==> config.mk <==
export PLATFORM = sky130hd
export DESIGN_NAME = rcps_dist
export DESIGN_NICKNAME = d
export VERILOG_FILES = /design/src/sv/rcps_pkg.sv /design/src/sv/rcps_dist.sv
export SDC_FILE = /design/constraint.sdc
export NUM_CORES = 2
export LEC_CHECK = 0
export BUFFER_PORTS_ARGS = -buffer_cell sky130_fd_sc_hd__buf_2
export CAP_MARGIN = 20
export CORE_MARGIN = 3
export CORE_UTILIZATION = 56
export CTS_BUF_LIST = sky130_fd_sc_hd__clkbuf_4
export DETAILED_ROUTE_END_ITERATION = 7
export GPL_TIMING_DRIVEN = 0
export PLACE_DENSITY_LB_ADDON = 0.12
export SKIP_LAST_GASP = 1
export SYNTH_ARGS = -nofsm -noshare
export SYNTH_HDL_FRONTEND = slang
export SYNTH_SLANG_ARGS = --single-unit
==> constraint.sdc <==
create_clock -name clk_i -period 7.71 [get_ports clk_i]
set_clock_uncertainty 0.1 [all_clocks]
set_input_delay 1.542 -clock clk_i [delete_from_list [all_inputs] [get_ports clk_i]]
set_output_delay 1.542 -clock clk_i [all_outputs]
set_load 0.02 [all_outputs]
==> src/sv/rcps_pkg.sv <==
// Shared types and constants for the rounded card pixel shader.
// No dependencies; used by every other file of the block.
package rcps_pkg;

  localparam int CoordBits   = 10;
  localparam int CfgIdxBits  = 3;
  localparam int CfgDataBits = 12;
  localparam int T16Bits     = 17;  // shadow ramp, 0..65536
  localparam int Recip100    = 5243; // floor(y/100) = (y*5243)>>19 for small y
  localparam int Recip100Sh  = 19;

  typedef enum logic [CfgIdxBits-1:0] {
    CFG_LIGHT_MODE    = 3'd0,
    CFG_MARGIN_PX     = 3'd1,
    CFG_PANEL_WIDTH   = 3'd2,
    CFG_PANEL_HEIGHT  = 3'd3,
    CFG_CORNER_RADIUS = 3'd4,
    CFG_SHADOW_SHIFT  = 3'd5
  } cfg_idx_e;

  typedef struct packed {
    logic [CoordBits-1:0] pixel_x;
    logic [CoordBits-1:0] pixel_y;
  } pixel_t;

  typedef struct packed {
    logic [7:0] alpha;
    logic [7:0] red;
    logic [7:0] green;
    logic [7:0] blue;
    logic       interior;
  } result_t;

  typedef struct packed {
    logic        light_mode;
    logic [7:0]  margin_px;
    logic [9:0]  panel_width;
    logic [9:0]  panel_height;
    logic [11:0] corner_radius;
    logic [9:0]  shadow_shift;
  } cfg_t;

  // index 0 dark, 1 light
  localparam logic [7:0] PanelRgb [2][3] = '{'{8'd27, 8'd29, 8'd36},
                                             '{8'd252, 8'd252, 8'd253}};
  localparam logic [7:0] BorderRgb [2][3] = '{'{8'd62, 8'd66, 8'd78},
                                              '{8'd214, 8'd216, 8'd222}};
  // shadow strength times 255: 0.55 dark, 0.22 light (over 100)
  localparam logic [13:0] ShadowK [2] = '{14'd14025, 14'd5610};

endpackage

==> src/sv/rcps_dist.sv <==
// Signed distance pipeline: offsets, squares, pipelined square root.
// Depends on rcps_pkg.
module rcps_dist #(
  parameter int FRAC_BITS = 4
) (
  input  logic                                   clk_i,
  input  logic                                   rst_ni,
  input  logic                                   valid_i,
  input  logic [rcps_pkg::CoordBits+FRAC_BITS:0] px2_i,
  input  logic [rcps_pkg::CoordBits+FRAC_BITS:0] py2_i,
  input  logic [10:0]                            ybias_i,
  input  rcps_pkg::cfg_t                         cfg_i,
  output logic                                   valid_o,
  output logic signed [FRAC_BITS+15:0]           dist_o
);

  localparam int GW = FRAC_BITS + 14;
  localparam int RW = 2 * GW;
  localparam int DW = GW + 2;

  logic [10:0] cxw, cyw;
  logic signed [GW-1:0] cx2, cy2, hx, hy;

  always_comb begin
    cxw = 11'({cfg_i.margin_px, 1'b0}) + 11'(cfg_i.panel_width);
    cyw = 11'({cfg_i.margin_px, 1'b0}) + 11'(cfg_i.panel_height);
    cx2 = signed'(GW'(cxw) << FRAC_BITS);
    cy2 = signed'(GW'(cyw) << FRAC_BITS) + signed'(GW'(ybias_i));
    hx  = signed'(GW'(cfg_i.panel_width) << FRAC_BITS)
        - signed'(GW'({cfg_i.corner_radius, 1'b0}));
    hy  = signed'(GW'(cfg_i.panel_height) << FRAC_BITS)
        - signed'(GW'({cfg_i.corner_radius, 1'b0}));
  end

  logic                 v1_q, v2_q, v3_q;
  logic signed [GW-1:0] dx_q, dy_q, qx_q, qy_q, mn_q;
  logic [RW-3:0]        sqx_q, sqy_q;
  logic [GW-2:0]        ox, oy;
  logic signed [GW-1:0] qmax;

  always_comb begin
    ox   = qx_q[GW-1] ? '0 : qx_q[GW-2:0];
    oy   = qy_q[GW-1] ? '0 : qy_q[GW-2:0];
    qmax = (qx_q > qy_q) ? qx_q : qy_q;
  end

  always_ff @(posedge clk_i or negedge rst_ni) begin
    if (!rst_ni) begin
      v1_q <= 1'b0;
      v2_q <= 1'b0;
      v3_q <= 1'b0;
    end else begin
      v1_q <= valid_i;
      v2_q <= v1_q;
      v3_q <= v2_q;
    end
  end

  always_ff @(posedge clk_i) begin
    dx_q  <= signed'(GW'(px2_i)) - cx2;
    dy_q  <= signed'(GW'(py2_i)) - cy2;
    qx_q  <= (dx_q[GW-1] ? -dx_q : dx_q) - hx;
    qy_q  <= (dy_q[GW-1] ? -dy_q : dy_q) - hy;
    sqx_q <= ox * ox;
    sqy_q <= oy * oy;
    mn_q  <= qmax[GW-1] ? qmax : '0;
  end

  // square root, one result bit per stage; slot 0 holds the sum of squares
  logic [RW-1:0]        rem_q  [GW+1];
  logic [GW-1:0]        root_q [GW+1];
  logic signed [GW-1:0] mnp_q  [GW+1];
  logic                 vp_q   [GW+1];

  always_ff @(posedge clk_i or negedge rst_ni) begin
    if (!rst_ni) begin
      vp_q[0] <= 1'b0;
    end else begin
      vp_q[0] <= v3_q;
    end
  end

  always_ff @(posedge clk_i) begin
    rem_q[0]  <= RW'(sqx_q) + RW'(sqy_q);
    root_q[0] <= '0;
    mnp_q[0]  <= mn_q;
  end

  for (genvar k = 0; k < GW; k++) begin : g_sqrt
    localparam int Bit = GW - 1 - k;
    logic [RW-1:0] delta;
    logic          take;

    always_comb begin
      delta = (RW'(root_q[k]) << (Bit + 1)) + (RW'(1) << (2 * Bit));
      take  = rem_q[k] >= delta;
    end

    always_ff @(posedge clk_i or negedge rst_ni) begin
      if (!rst_ni) begin
        vp_q[k+1] <= 1'b0;
      end else begin
        vp_q[k+1] <= vp_q[k];
      end
    end

    always_ff @(posedge clk_i) begin
      rem_q[k+1]  <= take ? rem_q[k] - delta : rem_q[k];
      root_q[k+1] <= take ? (root_q[k] | (GW'(1) << Bit)) : root_q[k];
      mnp_q[k+1]  <= mnp_q[k];
    end
  end

  logic                 vd_q;
  logic signed [DW-1:0] d_q;

  always_ff @(posedge clk_i or negedge rst_ni) begin
    if (!rst_ni) begin
      vd_q <= 1'b0;
    end else begin
      vd_q <= vp_q[GW];
    end
  end

  always_ff @(posedge clk_i) begin
    d_q <= signed'(DW'(root_q[GW])) + DW'(mnp_q[GW])
         - signed'(DW'({cfg_i.corner_radius, 1'b0}));
  end

  assign valid_o = vd_q;
  assign dist_o  = d_q;

endmodule

# == Word level (Yosys, flattened, before mapping) ==
# Memory sizes are Yosys's and may differ from the RTL's.
# Index checks and enable logic that the tools add are counted.
# op_classes
order_cmp,19
multipliers,2
n_addsub,50
mux,42
# ops
op,n
2-to-1 mux 36 bit,18
subtractor 36 bit,7
>= comparator 36 bit,5
2-to-1 mux 18 bit,5
multiplier 17 x 17 -> 34 bit,2
2-to-1 mux 17 bit,3
"adder 35 x 33 -> 36 bit, second input constant",1
"adder 36 x 35 -> 36 bit, second input constant",1
>= comparator 36 x 23 -> 1 bit,1
>= comparator 36 x 24 -> 1 bit,1
>= comparator 36 x 25 -> 1 bit,1
>= comparator 36 x 26 -> 1 bit,1
>= comparator 36 x 27 -> 1 bit,1
>= comparator 36 x 28 -> 1 bit,1
>= comparator 36 x 29 -> 1 bit,1
>= comparator 36 x 30 -> 1 bit,1
>= comparator 36 x 31 -> 1 bit,1
>= comparator 36 x 32 -> 1 bit,1
>= comparator 36 x 33 -> 1 bit,1
>= comparator 36 x 34 -> 1 bit,1
>= comparator 36 x 35 -> 1 bit,1
subtractor 18 x 15 -> 18 bit,2
subtractor 36 x 25 -> 36 bit,1
subtractor 36 x 26 -> 36 bit,1
other kinds (52),54
# totals
ff_bits,198
wordCells,148
mem_bits_rw,1368
memories,3
input_bits,95
# mem_list
memory,depth,width,rd,rd_ports_with_merged_regs,wr,line_no,source
rem_q,19,36,18,0,19,rcps_dist.sv:70,logic [RW-1:0] rem_q [GW+1];
mnp_q,19,18,19,0,19,rcps_dist.sv:72,logic signed [GW-1:0] mnp_q [GW+1];
root_q,19,18,19,0,19,rcps_dist.sv:71,logic [GW-1:0] root_q [GW+1];

# == Longest topological paths before layout ==
# An unclocked memory read counts as a cell.
# depth
depth_word,4
mapped_depth,26

# == Worst setup path before layout ==
# Ideal clock, no wire load.
# synth_path
kind,reg2reg
from,register qx_q[17]
to,register sqx_q[31]
path_stages_with_launch,26
t_arrival_ns,6.625
slack_ns,0.913
setup_time_ns,0.072
required_time_ns,7.538
synth_period_minus_slack_ns,6.797
path_cell_list,dfxtp_1 -> clkbuf_1 -> nor2b_1 -> clkbuf_1 -> nand2_1 -> inv_1 -> fa_1 -> inv_1 -> fa_1 -> fa_1 -> inv_1 -> fa_1 -> fa_1 -> inv_1 -> fa_1 -> inv_1 -> ha_1 -> a21oi_1 -> o21ai_0 -> a22o_1 -> a2111oi_0 -> a21oi_1 -> a41o_1 -> a41oi_1 -> nor2b_1 -> xnor2_1
# synth_between
elab_chain_len,2
# synth_rtl
item,line_no,source
"start, declared",rcps_dist.sv:36,"logic signed [GW-1:0] dx_q, dy_q, qx_q, qy_q, mn_q;"
"start signal, assigned",rcps_dist.sv:62,qx_q <= (dx_q[GW-1] ? -dx_q : dx_q) - hx;
2-to-1 mux 17 bit,rcps_dist.sv:42,ox = qx_q[GW-1] ? '0 : qx_q[GW-2:0];
multiplier 17 x 17 -> 34 bit,rcps_dist.sv:64,sqx_q <= ox * ox;
"end signal, assigned",rcps_dist.sv:64,
"end, declared",rcps_dist.sv:37,"logic [RW-3:0] sqx_q, sqy_q;"
# No other way between the ends.
# A chain may end at the register's enable or synchronous reset.

# == Worst setup path after layout ==
# layout_path
from,register qx_q[10]
to,register sqx_q[33]
# The elaborated chain is that of the path after synthesis.

==> out/results.txt <==
Post-DP HPWL: 110 mm
PnR worst setup slack: 0.200 ns
Port Buf Inserts: 104
share of cells above drive strength 1: 10.5%
Std-Cell Rows: 124
Req. time, crit path: 8.62 ns
drt via density: 5.19
prevailing post-synth register cell: dfxtp_1
post-route ant nets: 0
Starting Density: 56.5%
H-tree depth: 5
antenna violations before repair: 14
#FFs+latches synth: 1356
later-pin clock latency in the skew report: 1.20 ns
Critical Path AT: 8.42 ns
Synth top cells by count: dfxtp_1, inv_1, ha_1
nets@finish: 7925
Mapped Cells: 6387
GRT Util Overall: 23.4%
via count: 44622
CTS tree: built
Yosys top cell area share: 41.3%
Final period util: 97.4%
first-pass GRT wire length: 226 mm
Max Slew Vio Count: 0
CTS clk-pin slew, worst paths: 0.06 ns
top-count cell post-synth: dfxtp_1
max_cap viols: 0
Hold Path Class: flip-flop to flip-flop
Yosys Warn Count: 0
final setup fails: 0
FMAX: 0.133 GHz
total clock buffers created by CTS: 344
root buf cell: clkbuf_4
CP startpoint kind: flip-flop
cell taking the most area after synthesis: dfxtp_1
peak fanout along the critical path: 10
WL per Instance: 16.1 um
largest net degree at the start of global routing: 24
clock sinks: 1356
Syn-to-layout area delta: 10.7%
crit end category: flip-flop
Synth Cell Area: 0.0647 mm2
outcome: completed
Worst-Margin Slew: 1.02 ns
Die Span X: 346 um
kind of critical path: flip-flop to flip-flop
FFs w/ async S/R, synth: 1.70%
Seq/Total Area, Yosys: 42.2%
DR pass1 iterations: 5
DP Worst Slack: -1.01 ns
RSZ-0062 raised after global routing: false
total gr overflow: 0
min cycle time layout: 7.51 ns
Die Span Y: 346 um
Final Hold Vio Count: 0
Core ar.: 0.115 mm2
Post-synth EDFFs: 0
DR iter-0 viols: 2451
WL final: 138 mm
Min Hold Slack: 0.167 ns
Clock Tree Buf Depth: 4
synthesized area per cell: 10.1 um2
Worst slew margin: 30.9%
GPL Wtd Cong: 0.920
I/O pin count: 116
post-synth cell types: 76
Die Area: 0.120 mm2
# DRC: 0
vias in the first global route: 45309
Synth area leaders: dfxtp_1, fa_1, ha_1
-- logic make-up (layout without fill, tap and decap cells) --
group,Yosys count,count (layout),synth area share [%]
other cells,1,12,0.00580
xor+xnor,428,428,5.80
simple gates,1525,1525,11.7
flops,1356,1356,42.2
compound gates,941,941,9.35
buf+inv,1109,1803,6.46
mux,48,48,0.793
fa+ha+maj,979,979,23.7
-- path summary, 6_finish.rpt --
check	startpoint	end	slack, ns	depth (start not counted)
max in group asynchronous	rst_ni	vp_q[14]	6.97	1
min reg2reg	mn_q[5]	mnp_q[0][5]	0.17	0
min	mn_q[5]	mnp_q[0][5]	0.17	0
max reg2reg	qx_q[10]	sqx_q[33]	0.20	22
max	qx_q[10]	sqx_q[33]	0.20	22
min in group asynchronous	rst_ni	vp_q[5]	0.20	1
-- routing by layer --
metal | track usage [%] | vias up | share of wire [%]
met5 | 0 | - | 0.0079
met4 | 9.48 | 2 | 3.3
met3 | 4.86 | 324 | 6.0
met2 | 39.0 | 1144 | 48
met1 | 29.7 | 21034 | 43
li1 | - | 22118 | -
-- worst max-delay path, stage by stage, from the launching register on --
cell	delay, ns
dfxtp_1	0.73
clkbuf_1	0.58
and2_1	0.30
fa_1	0.43
inv_1	0.08
fa_1	0.43
fa_1	0.54
inv_1	0.05
fa_1	0.46
fa_1	0.55
inv_1	0.06
fa_1	0.53
inv_1	0.04
ha_1	0.38
a21oi_1	0.17
o21ai_0	0.15
a22o_1	0.29
a2111oi_4	0.44
a21oi_1	0.18
a41o_1	0.30
a41oi_1	0.26
a21oi_1	0.11
xnor2_1	0.21
-- cells in the final DEF (no fill, tap or decap), types with 22 or more instances in the layout --
| cell | instances |
|---|---|
| a21o_1 | 95 |
| and2_1 | 74 |
| nor4_1 | 93 |
| nand3_1 | 66 |
| o21a_1 | 112 |
| buf_2 | 108 |
| inv_1 | 1003 |
| mux2i_1 | 25 |
| nor2_1 | 292 |
| a211oi_1 | 32 |
| ha_1 | 569 |
| o21ai_0 | 209 |
| clkbuf_1 | 68 |
| a21oi_1 | 231 |
| a31oi_1 | 25 |
| clkinv_1 | 69 |
| a21boi_0 | 29 |
| nor3_1 | 161 |
| nand2b_1 | 54 |
| xnor2_1 | 285 |
| nand2_1 | 450 |
| dfxtp_1 | 1327 |
| o211ai_1 | 28 |
| o21bai_1 | 27 |
| clkbuf_4 | 485 |
| or4_1 | 23 |
| mux2_2 | 22 |
| xor2_1 | 143 |
| or3_1 | 45 |
| nand4_1 | 53 |
| nor2b_1 | 64 |
| and3_1 | 29 |
| o31ai_1 | 47 |
| dfrtp_1 | 23 |
| fa_1 | 410 |
-- per-stage QoR --
stage / util, % / TNS (ns) / instances / instance area [um2]
after floorplan: - / 0 / 6389 / 64700
after global placement: 58.6 / -10.83 / 8005 / 67100
after detailed placement: 58.6 / -10.91 / 8007 / 67100
after CTS: 62.3 / 0 / 8585 / 71300
after global routing: 62.5 / 0 / 8603 / 71600
final: 62.5 / 0 / 8604 / 71600
-- cell type report --
class                      count  area (um2)
fill                        9723       42900
multi-input combinational   3924       33400
sequential                  1356       27300
inverter                    1012        3810
clock buffer                 482        3620
tap                         1512        1890
timing repair buffer         117         613
clock inverter                96         522
buffer                        96         414
antenna                        9        22.5
-- state kept, by name (all words and copies together), names as in the netlist --
signal,flops
rem_q,647
mnp_q,342
root_q,171
sqx_q,33
sqy_q,33
dist_o,20
vp_q,19
mn_q,18
qx_q,18
qy_q,18
dy_q,17
dx_q,16
v1_q,1
v2_q,1
v3_q,1
valid_o,1
-- what timing repair did --
action / in CTS / in global routing
hold buffers: 0 / 0
setup endpoints to repair: 26 / 21
pin swaps: 0 / 1
setup buffers: 0 / 10
resized for setup: 40 / 48
Power is left out: the tool's default activity adds up to more than one toggle a clock period on the data nets, which glitch-free logic cannot reach.
